==> src/rtl/stl_pkg.sv <==
// Shared types, constants and character tables of the source token lexer.
package stl_pkg;

    // Token kinds with a fixed meaning.
    localparam logic [5:0] K_ID  = 6'd0;
    localparam logic [5:0] K_NUM = 6'd1;
    localparam logic [5:0] K_END = 6'd46;
    localparam logic [5:0] K_ERR = 6'd47;

    // Characters that steer the lexer.
    localparam logic [7:0] CH_NUL    = 8'h00;
    localparam logic [7:0] CH_TAB    = 8'h09;
    localparam logic [7:0] CH_LF     = 8'h0A;
    localparam logic [7:0] CH_SPACE  = 8'h20;
    localparam logic [7:0] CH_DQUOTE = 8'h22;
    localparam logic [7:0] CH_SQUOTE = 8'h27;
    localparam logic [7:0] CH_LPAREN = 8'h28;
    localparam logic [7:0] CH_SLASH  = 8'h2F;
    localparam logic [7:0] CH_COLON  = 8'h3A;
    localparam logic [7:0] CH_SEMI   = 8'h3B;
    localparam logic [7:0] CH_EQ     = 8'h3D;
    localparam logic [7:0] CH_LBRACE = 8'h7B;

    // Result queue geometry.
    localparam int QDEPTH   = 4;
    localparam int Q_PTR_W  = $clog2(QDEPTH);
    localparam int Q_CNT_W  = $clog2(QDEPTH + 1);

    typedef struct packed {
        logic [5:0]  kind;
        logic [31:0] start_pos;
        logic [15:0] length;
        logic [19:0] line_no;
        logic [15:0] column_no;
        logic [31:0] token_index;
        logic        last;
    } t_token;

    // Operator row: kinds for the lead alone, followed by '=', doubled,
    // and doubled then followed by '='.
    typedef struct packed {
        logic       is_lead;
        logic [5:0] alone;
        logic [5:0] with_eq;
        logic       has_alt;
        logic [5:0] with_alt;
        logic       has_triple;
        logic [5:0] triple;
    } t_op_info;

    function automatic t_op_info op_info(input logic [7:0] c);
        t_op_info info;
        info = '0;
        unique case (c)
            8'h3D: begin info.is_lead = 1'b1; info.alone = 6'd15; info.with_eq = 6'd14; end
            8'h2A: begin info.is_lead = 1'b1; info.alone = 6'd17; info.with_eq = 6'd16; end
            8'h2F: begin info.is_lead = 1'b1; info.alone = 6'd19; info.with_eq = 6'd18; end
            8'h25: begin info.is_lead = 1'b1; info.alone = 6'd21; info.with_eq = 6'd20; end
            8'h21: begin info.is_lead = 1'b1; info.alone = 6'd23; info.with_eq = 6'd22; end
            8'h5E: begin info.is_lead = 1'b1; info.alone = 6'd25; info.with_eq = 6'd24; end
            8'h26: begin
                info.is_lead = 1'b1; info.alone = 6'd28; info.with_eq = 6'd27;
                info.has_alt = 1'b1; info.with_alt = 6'd26;
            end
            8'h7C: begin
                info.is_lead = 1'b1; info.alone = 6'd31; info.with_eq = 6'd30;
                info.has_alt = 1'b1; info.with_alt = 6'd29;
            end
            8'h2D: begin
                info.is_lead = 1'b1; info.alone = 6'd34; info.with_eq = 6'd32;
                info.has_alt = 1'b1; info.with_alt = 6'd33;
            end
            8'h2B: begin
                info.is_lead = 1'b1; info.alone = 6'd37; info.with_eq = 6'd35;
                info.has_alt = 1'b1; info.with_alt = 6'd36;
            end
            8'h3C: begin
                info.is_lead = 1'b1; info.alone = 6'd41; info.with_eq = 6'd38;
                info.has_alt = 1'b1; info.with_alt = 6'd40;
                info.has_triple = 1'b1; info.triple = 6'd39;
            end
            8'h3E: begin
                info.is_lead = 1'b1; info.alone = 6'd45; info.with_eq = 6'd42;
                info.has_alt = 1'b1; info.with_alt = 6'd44;
                info.has_triple = 1'b1; info.triple = 6'd43;
            end
            default: info = '0;
        endcase
        return info;
    endfunction

    // Kind of a one-character punctuation token; zero when the byte is none.
    function automatic logic [5:0] single_kind(input logic [7:0] c);
        logic [5:0] k;
        unique case (c)
            8'h28:   k = 6'd2;
            8'h29:   k = 6'd3;
            8'h7B:   k = 6'd4;
            8'h7D:   k = 6'd5;
            8'h5B:   k = 6'd6;
            8'h5D:   k = 6'd7;
            8'h2C:   k = 6'd8;
            8'h2E:   k = 6'd9;
            8'h3A:   k = 6'd10;
            8'h3B:   k = 6'd11;
            8'h3F:   k = 6'd12;
            8'h5F:   k = 6'd13;
            default: k = 6'd0;
        endcase
        return k;
    endfunction

    function automatic logic is_digit(input logic [7:0] c);
        return (c >= 8'h30) && (c <= 8'h39);
    endfunction

    function automatic logic is_alnum(input logic [7:0] c);
        return is_digit(c) || ((c >= 8'h41) && (c <= 8'h5A)) ||
               ((c >= 8'h61) && (c <= 8'h7A));
    endfunction

    function automatic logic is_word_end(input logic [7:0] c);
        return (c == CH_NUL) || (c == CH_SPACE) || (c == CH_LF) || (c == CH_TAB) ||
               (c == CH_LPAREN) || (c == CH_SEMI) || (c == CH_COLON) || (c == CH_LBRACE);
    endfunction

    function automatic logic [15:0] sat_inc16(input logic [15:0] v);
        return (v == 16'hFFFF) ? v : v + 16'd1;
    endfunction

    function automatic t_token make_token(input logic [5:0] kind, input logic [31:0] start,
                                          input logic [15:0] len, input logic [19:0] line,
                                          input logic [15:0] col, input logic [31:0] idx);
        t_token t;
        t.kind        = kind;
        t.start_pos   = start;
        t.length      = len;
        t.line_no     = line;
        t.column_no   = col;
        t.token_index = idx;
        t.last        = 1'b0;
        return t;
    endfunction

endpackage

==> src/rtl/stl_out_queue.sv <==
// Small result queue that takes up to two tokens a cycle and hands out one.
module stl_out_queue import stl_pkg::*; (
    input  logic               i_clk,
    input  logic               i_rst_n,
    input  logic [1:0]         i_push_n,
    input  t_token             i_push0,
    input  t_token             i_push1,
    input  logic               i_pop,
    output t_token             o_head,
    output logic [Q_CNT_W-1:0] o_count
);

    t_token               r_mem [QDEPTH];
    logic [Q_PTR_W-1:0]   r_wr_ptr;
    logic [Q_PTR_W-1:0]   r_rd_ptr;
    logic [Q_CNT_W-1:0]   r_count;
    logic [Q_PTR_W-1:0]   wr_ptr_inc;

    assign wr_ptr_inc = r_wr_ptr + Q_PTR_W'(1);

    always_ff @(posedge i_clk) begin
        if (i_push_n != 2'd0) begin
            r_mem[r_wr_ptr] <= i_push0;
        end
        if (i_push_n == 2'd2) begin
            r_mem[wr_ptr_inc] <= i_push1;
        end
    end

    always_ff @(posedge i_clk) begin
        if (!i_rst_n) begin
            r_wr_ptr <= '0;
            r_rd_ptr <= '0;
            r_count  <= '0;
        end else begin
            r_wr_ptr <= r_wr_ptr + Q_PTR_W'(i_push_n);
            if (i_pop) begin
                r_rd_ptr <= r_rd_ptr + Q_PTR_W'(1);
            end
            r_count <= r_count + Q_CNT_W'(i_push_n) - Q_CNT_W'(i_pop);
        end
    end

    assign o_head  = r_mem[r_rd_ptr];
    assign o_count = r_count;

endmodule

==> src/rtl/source_token_lexer.sv <==
// Top level of the byte-serial source token lexer.
// The lexer takes one source byte per transfer, a byte of zero ending the
// input, and sends one token record per output transfer. It accepts a byte
// in every cycle unless it stalls: a byte is held in the input register, is
// lexed in a single pass against the lexer state, and its tokens land in a
// four-entry result queue that feeds the output. A byte can finish a
// pending operator or word and start a new token at once, giving two
// tokens; the queue drains one token a cycle while the output side does not
// stall, and the input stalls only while the queue holds more than two
// tokens, which happens when the output side stalls or when bytes keep
// producing two tokens each. Operators are matched longest first with a
// lookahead of one byte, space, tab and newline separate tokens, "//"
// comments run to the newline, and quoted strings give identifier tokens
// for their contents. After the end token or an error token, every byte is
// taken and dropped until reset.
module source_token_lexer import stl_pkg::*; (
    input  logic        i_clk,
    input  logic        i_rst_n,
    input  logic        i_valid,
    output logic        o_stall,
    input  logic [7:0]  i_ch,
    output logic        o_valid,
    input  logic        i_stall,
    output logic [5:0]  o_kind,
    output logic [31:0] o_start_pos,
    output logic [15:0] o_length,
    output logic [19:0] o_line_no,
    output logic [15:0] o_column_no,
    output logic [31:0] o_token_index,
    output logic        o_last
);

    typedef enum logic [2:0] {
        M_IDLE,
        M_OP1,
        M_OP2,
        M_COMMENT,
        M_STRING,
        M_WORD,
        M_DONE,
        M_ERROR
    } t_lex_mode;

    // Input register.
    logic        r_in_valid;
    logic [7:0]  r_ch;

    // Lexer state.
    t_lex_mode   r_mode,      n_mode;
    logic [7:0]  r_first,     n_first;
    logic        r_qsingle,   n_qsingle;
    logic        r_wnum,      n_wnum;
    logic [31:0] r_tok_start, n_tok_start;
    logic [15:0] r_tok_len,   n_tok_len;
    logic [19:0] r_tok_line,  n_tok_line;
    logic [15:0] r_tok_col,   n_tok_col;
    logic [31:0] r_pos,       n_pos;
    logic [19:0] r_line,      n_line;
    logic [15:0] r_col,       n_col;
    logic [31:0] r_tcnt,      n_tcnt;

    t_token             res0;
    t_token             res1;
    logic [1:0]         res_n;
    logic [1:0]         push_n;
    logic               do_fresh;
    logic               consume;
    logic               pop;
    t_op_info           op;
    t_op_info           op_ch;
    t_token             head;
    logic [Q_CNT_W-1:0] q_count;
    logic [5:0]         sk;

    // The byte in the input register is lexed once the queue has room for
    // the two tokens it may produce.
    assign consume = r_in_valid && (q_count <= Q_CNT_W'(QDEPTH - 2));
    assign o_stall = r_in_valid && !consume;
    assign o_valid = (q_count != '0);
    assign pop     = o_valid && !i_stall;
    assign push_n  = consume ? res_n : 2'd0;

    assign op    = op_info(r_first);
    assign op_ch = op_info(r_ch);
    assign sk    = single_kind(r_ch);

    always_comb begin
        n_mode      = r_mode;
        n_first     = r_first;
        n_qsingle   = r_qsingle;
        n_wnum      = r_wnum;
        n_tok_start = r_tok_start;
        n_tok_len   = r_tok_len;
        n_tok_line  = r_tok_line;
        n_tok_col   = r_tok_col;
        n_pos       = r_pos;
        n_line      = r_line;
        n_col       = r_col;
        n_tcnt      = r_tcnt;
        res0        = '0;
        res1        = '0;
        res_n       = 2'd0;
        do_fresh    = 1'b0;

        // First part: the byte against the token in progress. This part
        // gives at most one token and may hand the byte on to be lexed
        // afresh.
        unique case (r_mode)
            M_IDLE: begin
                do_fresh = 1'b1;
            end
            M_OP1: begin
                if ((r_first == CH_SLASH) && (r_ch == CH_SLASH)) begin
                    n_mode = M_COMMENT;
                end else if (r_ch == CH_EQ) begin
                    res0   = make_token(op.with_eq, r_tok_start, 16'd2, r_tok_line,
                                        r_tok_col, r_tcnt);
                    res_n  = 2'd1;
                    n_tcnt = r_tcnt + 32'd1;
                    n_mode = M_IDLE;
                end else if (op.has_alt && (r_ch == r_first)) begin
                    if (op.has_triple) begin
                        n_mode = M_OP2;
                    end else begin
                        res0   = make_token(op.with_alt, r_tok_start, 16'd2, r_tok_line,
                                            r_tok_col, r_tcnt);
                        res_n  = 2'd1;
                        n_tcnt = r_tcnt + 32'd1;
                        n_mode = M_IDLE;
                    end
                end else begin
                    res0     = make_token(op.alone, r_tok_start, 16'd1, r_tok_line,
                                          r_tok_col, r_tcnt);
                    res_n    = 2'd1;
                    n_tcnt   = r_tcnt + 32'd1;
                    n_mode   = M_IDLE;
                    do_fresh = 1'b1;
                end
            end
            M_OP2: begin
                // Only the shift leads reach here, already doubled.
                if (r_ch == CH_EQ) begin
                    res0 = make_token(op.triple, r_tok_start, 16'd3, r_tok_line,
                                      r_tok_col, r_tcnt);
                end else begin
                    res0     = make_token(op.with_alt, r_tok_start, 16'd2, r_tok_line,
                                          r_tok_col, r_tcnt);
                    do_fresh = 1'b1;
                end
                res_n  = 2'd1;
                n_tcnt = r_tcnt + 32'd1;
                n_mode = M_IDLE;
            end
            M_COMMENT: begin
                if (r_ch == CH_LF) begin
                    n_mode = M_IDLE;
                end else if (r_ch == CH_NUL) begin
                    do_fresh = 1'b1;
                end
            end
            M_STRING: begin
                if (r_ch == (r_qsingle ? CH_SQUOTE : CH_DQUOTE)) begin
                    res0   = make_token(K_ID, r_tok_start, r_tok_len, r_tok_line,
                                        r_tok_col, r_tcnt);
                    res_n  = 2'd1;
                    n_tcnt = r_tcnt + 32'd1;
                    n_mode = M_IDLE;
                end else if (r_ch == CH_NUL) begin
                    // Unterminated string: report it where it began.
                    res0   = make_token(K_ERR, r_tok_start, r_tok_len, r_tok_line,
                                        r_tok_col, r_tcnt);
                    res_n  = 2'd1;
                    n_mode = M_ERROR;
                end else begin
                    n_tok_len = sat_inc16(r_tok_len);
                end
            end
            M_WORD: begin
                if (is_word_end(r_ch)) begin
                    res0     = make_token(r_wnum ? K_NUM : K_ID, r_tok_start, r_tok_len,
                                          r_tok_line, r_tok_col, r_tcnt);
                    res_n    = 2'd1;
                    n_tcnt   = r_tcnt + 32'd1;
                    n_mode   = M_IDLE;
                    do_fresh = 1'b1;
                end else begin
                    n_tok_len = sat_inc16(r_tok_len);
                end
            end
            M_DONE, M_ERROR: begin
                // Input is dropped until reset.
            end
        endcase

        // Second part: the byte as the start of something new.
        if (do_fresh) begin
            if (r_ch == CH_NUL) begin
                if (res_n == 2'd0) begin
                    res0 = make_token(K_END, r_pos, 16'd0, r_line, r_col, n_tcnt);
                end else begin
                    res1 = make_token(K_END, r_pos, 16'd0, r_line, r_col, n_tcnt);
                end
                res_n  = res_n + 2'd1;
                n_mode = M_DONE;
            end else if ((r_ch == CH_SPACE) || (r_ch == CH_TAB) || (r_ch == CH_LF)) begin
                n_mode = M_IDLE;
            end else if ((r_ch == CH_DQUOTE) || (r_ch == CH_SQUOTE)) begin
                // The token starts at the first byte inside the quotes.
                n_qsingle   = (r_ch == CH_SQUOTE);
                n_tok_start = r_pos + 32'd1;
                n_tok_line  = r_line;
                n_tok_col   = sat_inc16(r_col);
                n_tok_len   = 16'd0;
                n_mode      = M_STRING;
            end else if (is_alnum(r_ch)) begin
                n_wnum      = is_digit(r_ch);
                n_tok_start = r_pos;
                n_tok_line  = r_line;
                n_tok_col   = r_col;
                n_tok_len   = 16'd1;
                n_mode      = M_WORD;
            end else if (sk != 6'd0) begin
                if (res_n == 2'd0) begin
                    res0 = make_token(sk, r_pos, 16'd1, r_line, r_col, n_tcnt);
                end else begin
                    res1 = make_token(sk, r_pos, 16'd1, r_line, r_col, n_tcnt);
                end
                res_n  = res_n + 2'd1;
                n_tcnt = n_tcnt + 32'd1;
                n_mode = M_IDLE;
            end else if (op_ch.is_lead) begin
                n_first     = r_ch;
                n_tok_start = r_pos;
                n_tok_line  = r_line;
                n_tok_col   = r_col;
                n_tok_len   = 16'd1;
                n_mode      = M_OP1;
            end else begin
                if (res_n == 2'd0) begin
                    res0 = make_token(K_ERR, r_pos, 16'd1, r_line, r_col, n_tcnt);
                end else begin
                    res1 = make_token(K_ERR, r_pos, 16'd1, r_line, r_col, n_tcnt);
                end
                res_n  = res_n + 2'd1;
                n_mode = M_ERROR;
            end
        end

        // Flag the final token caused by this byte.
        if (res_n == 2'd1) begin
            res0.last = 1'b1;
        end else if (res_n == 2'd2) begin
            res1.last = 1'b1;
        end

        // Position, line and column move with every byte that is lexed.
        if ((r_mode != M_DONE) && (r_mode != M_ERROR)) begin
            if (r_ch == CH_LF) begin
                n_line = r_line + 20'd1;
                n_col  = 16'd0;
            end else begin
                n_col = sat_inc16(r_col);
            end
            n_pos = r_pos + 32'd1;
        end
    end

    always_ff @(posedge i_clk) begin
        if (!i_rst_n) begin
            r_in_valid  <= 1'b0;
            r_ch        <= '0;
            r_mode      <= M_IDLE;
            r_first     <= '0;
            r_qsingle   <= 1'b0;
            r_wnum      <= 1'b0;
            r_tok_start <= '0;
            r_tok_len   <= '0;
            r_tok_line  <= '0;
            r_tok_col   <= '0;
            r_pos       <= '0;
            r_line      <= '0;
            r_col       <= '0;
            r_tcnt      <= '0;
        end else begin
            if (i_valid && !o_stall) begin
                r_in_valid <= 1'b1;
                r_ch       <= i_ch;
            end else if (consume) begin
                r_in_valid <= 1'b0;
            end
            if (consume) begin
                r_mode      <= n_mode;
                r_first     <= n_first;
                r_qsingle   <= n_qsingle;
                r_wnum      <= n_wnum;
                r_tok_start <= n_tok_start;
                r_tok_len   <= n_tok_len;
                r_tok_line  <= n_tok_line;
                r_tok_col   <= n_tok_col;
                r_pos       <= n_pos;
                r_line      <= n_line;
                r_col       <= n_col;
                r_tcnt      <= n_tcnt;
            end
        end
    end

    stl_out_queue u_out_queue (
        .i_clk    (i_clk),
        .i_rst_n  (i_rst_n),
        .i_push_n (push_n),
        .i_push0  (res0),
        .i_push1  (res1),
        .i_pop    (pop),
        .o_head   (head),
        .o_count  (q_count)
    );

    assign o_kind        = head.kind;
    assign o_start_pos   = head.start_pos;
    assign o_length      = head.length;
    assign o_line_no     = head.line_no;
    assign o_column_no   = head.column_no;
    assign o_token_index = head.token_index;
    assign o_last        = head.last;

endmodule

==> config.mk <==
export PLATFORM = sky130hd
export DESIGN_NAME = source_token_lexer
export DESIGN_NICKNAME = d
export VERILOG_FILES = /design/src/rtl/stl_pkg.sv /design/src/rtl/stl_out_queue.sv /design/src/rtl/source_token_lexer.sv
export SDC_FILE = /design/constraint.sdc
export NUM_CORES = 1
export LEC_CHECK = 0
export ABC_AREA = 0
export BUFFER_PORTS_ARGS = -buffer_cell sky130_fd_sc_hd__buf_2
export CAP_MARGIN = 20
export CORE_ASPECT_RATIO = 1.1
export CORE_MARGIN = 2
export CORE_UTILIZATION = 55
export DETAILED_ROUTE_END_ITERATION = 8
export PLACE_DENSITY_LB_ADDON = 0.08
export SYNTH_ARGS = -nofsm -noshare
export SYNTH_HDL_FRONTEND = slang
export SYNTH_SLANG_ARGS = --single-unit
==> constraint.sdc <==
create_clock -name i_clk -period 14.5 [get_ports i_clk]
set_clock_uncertainty 0.2 [all_clocks]
set_input_delay 1.45 -clock i_clk [delete_from_list [all_inputs] [get_ports i_clk]]
set_output_delay 1.45 -clock i_clk [all_outputs]
set_load 0.1 [all_outputs]
==> reports/results.ini <==
[pwr]
powerDensity_mw_per_mm2 = 164
p_leak_uw = 0.0121
ir_drop_v = 0.000207

[synth]
synth_flop_cell = edfxtp_1
synth_edf_count = 428
synth_top_area_share_pct = 35.8
netlist_instances = 3331
postSynthAreaPerCell_um2 = 10.8
yosys.area.top_type = edfxtp_1
synth_area_leaders = edfxtp_1, dfxtp_1, mux4_2
async_flop_share_pct = 0
synth-seq-area-share_pct = 51.3
syn-num-nets = 3359
synth_area_mm2 = 0.0359
synth-seq-cells = 707
synth.distinct_cells = 108
ys.warnings.count = 0

[timing]
timing.max_slew.rel_slack_pct = 19.5
setup_viol = 0
hold_viol = 0
rsz0062_at_grt = no
finalCritPeriodShare_pct = 52.6
timing.final.crit_period_ns = 7.63
fmax_mhz = 131
worst_pin_slew_ns = 1.21
drv_slew = 0
finalSetupTns_ns = 0
worst_slack_ns = 6.87

[global_route]
grt_max_degree = 90
grt_pass1_vias = 28737
grt_overflow = 0
antenna_found_initial = 4
grt_pass1_wl_um = 169000
grt_use_total_pct = 32.3

[clock_network]
path_clk_slew_ns = 0.06
clock_latency_ns = 0.62
cts_resized = 0
cts_root_buffer = clkbuf_16
clock_path_buffers = 3
post_cts_buffers = 0
ctsHoldBuffers = 0
cts_tree = done
numCtsBuffers = 74
cts_max_level = 3
clock-sinks = 707

[finish]
multi_input_area_mm2 = 0.0162
nNetsFinal = 3301
diodes = 0
mostFrequentLayoutCell = edfxtp_1
fin_area_mm2 = 0.0394
fillerInstances = 5247
mostFrequentLayoutCells = edfxtp_1, o22ai_1, nand2_1, dfxtp_1, nor2_1
syn_to_final_growth_pct = 9.74
regArea_mm2 = 0.0184
drive_above_1_share_pct = 14.9
utilization_pct = 60.8

[drt]
drtPass1Iterations = 5
final_antenna_net_count = 0
route.detailed.drc = 0
wl_per_cell_um = 26.3
num_vias = 29090
routed_via_density = 6.95
drtIter0Drc = 3304
met2_length_um = 54100
wl_met3_um = 9440
maxUsedRoutingLayer = met5
wirelength_um = 110000
wl_met1_um = 43300

[outcome]
status = finished clean

[setup_path]
crit_fanout = 69
cp.arrival_ns = 7.72
worstSetupPathType = register to register
cp.required_ns = 14.59
worstSetupEndpointType = register
start_kind = register

[die]
dieArea_mm2 = 0.0674
fp-row-count = 98
die_h_um = 272
start_util_pct = 55.4
dieWidth_um = 248
core_area_mm2 = 0.0649
ioPinCount = 137

[placement]
gp_congestion = 0.928
dp_hpwl_um = 64200
place_ws_ns = 6.89
place_area_mm2 = 0.0369
port_buffers = 136

[hold_path]
hold_class = register to register

[run]
drv_cap = 0

metrics by stage:
step / std cells / hold slack, ns / total power [µW]
2_1_floorplan: 3331 / 0.227 / 4120
3_3_place_gp: 4036 / 0.239 / 4580
3_5_place_dp: 4039 / 0.247 / 4600
4_1_cts: 4177 / 0.255 / 6480
5_1_grt: 4185 / 0.274 / 6650
6_report: 4185 / 0.253 / 6460
cell type report:
cell class	count	area share (%)
inverter	27	0.282
clock buffer	107	5.14
sequential	707	46.8
multi-input combinational	2268	41.0
clock inverter	31	0.853
timing repair buffer	195	3.28
tap	850	2.70
path summary, 6_finish.rpt:
kind,from,end,slack [ns],cells after the start
max,r_ch[0]$_SDFFE_PN0P_,u_out_queue.r_mem[3][102]$_DFFE_PP_,6.87,14
min,r_tok_col[13]$_SDFFE_PN0P_,r_tok_col[13]$_SDFFE_PN0P_,0.25,2
max reg2reg,r_ch[0]$_SDFFE_PN0P_,u_out_queue.r_mem[3][102]$_DFFE_PP_,6.87,14
min reg2reg,r_tok_col[13]$_SDFFE_PN0P_,r_tok_col[13]$_SDFFE_PN0P_,0.25,2
cell families (layout without fill, tap and decap cells):
group | Yosys count | in the layout | share of synthesized area [%]
buffers and inverters | 356 | 360 | 4.03
flip-flops | 707 | 707 | 51.3
XOR/XNOR | 120 | 120 | 2.92
adder cells (fa/ha/maj) | 16 | 16 | 0.578
multiplexers | 145 | 145 | 8.33
AO/OA/AOI/OAI | 990 | 990 | 19.0
AND/OR/NAND/NOR | 997 | 997 | 13.8
sequential cells by signal, summed over array words and instances, names as in the netlist, 20 cells and up, named ones only:
signal and flops:
r_line 20, r_pos 32, r_tok_start 32, r_tok_line 20
u_out_queue.r_mem 492, r_tcnt 32
metal layers:
metal | GRT usage (%) | vias up
met1 | 42.2 | 14389
met4 | 12.2 | 4
met5 | 0 | -
li1 | - | 12923
met2 | 53.9 | 1540
met3 | 5.41 | 234
power breakdown:
| part | switching (µW) | internal (µW) | total (µW) |
|---|---|---|---|
| clock network | 807 | 1090 | 1890 |
| registers | 71.0 | 2220 | 2290 |
| logic | 1790 | 480 | 2270 |
| total | 2670 | 3790 | 6460 |
cells in the mapped netlist (33+ instances only):
cell type / instances
a21oi_1: 109
and3_1: 37
nor4_1: 33
a211oi_1: 61
nand3_1: 111
clkbuf_1: 229
edfxtp_1: 428
and2_1: 73
a22oi_1: 81
nand2_1: 344
mux4_2: 123
dfxtp_1: 279
o21ai_0: 71
nor3_1: 48
xnor2_1: 72
nor2_1: 169
o22ai_1: 425
xor2_1: 48
nand4_1: 38
a32o_1: 42
buf_2: 68
worst max-delay path, stage by stage (launching register included):
cell      delay, ns
dfxtp_1        0.95
nand4b_1       0.18
or4_1          0.55
and2_1         0.26
a21oi_2        0.33
a21o_2         0.29
clkinv_2       0.57
buf_4          0.69
nand3_1        0.38
a31oi_4        0.20
nor2_2         0.71
a21oi_2        0.36
inv_4          0.61
buf_4          0.58
buf_16         0.31
No activity file was read; power rests on OpenSTA's default activity.
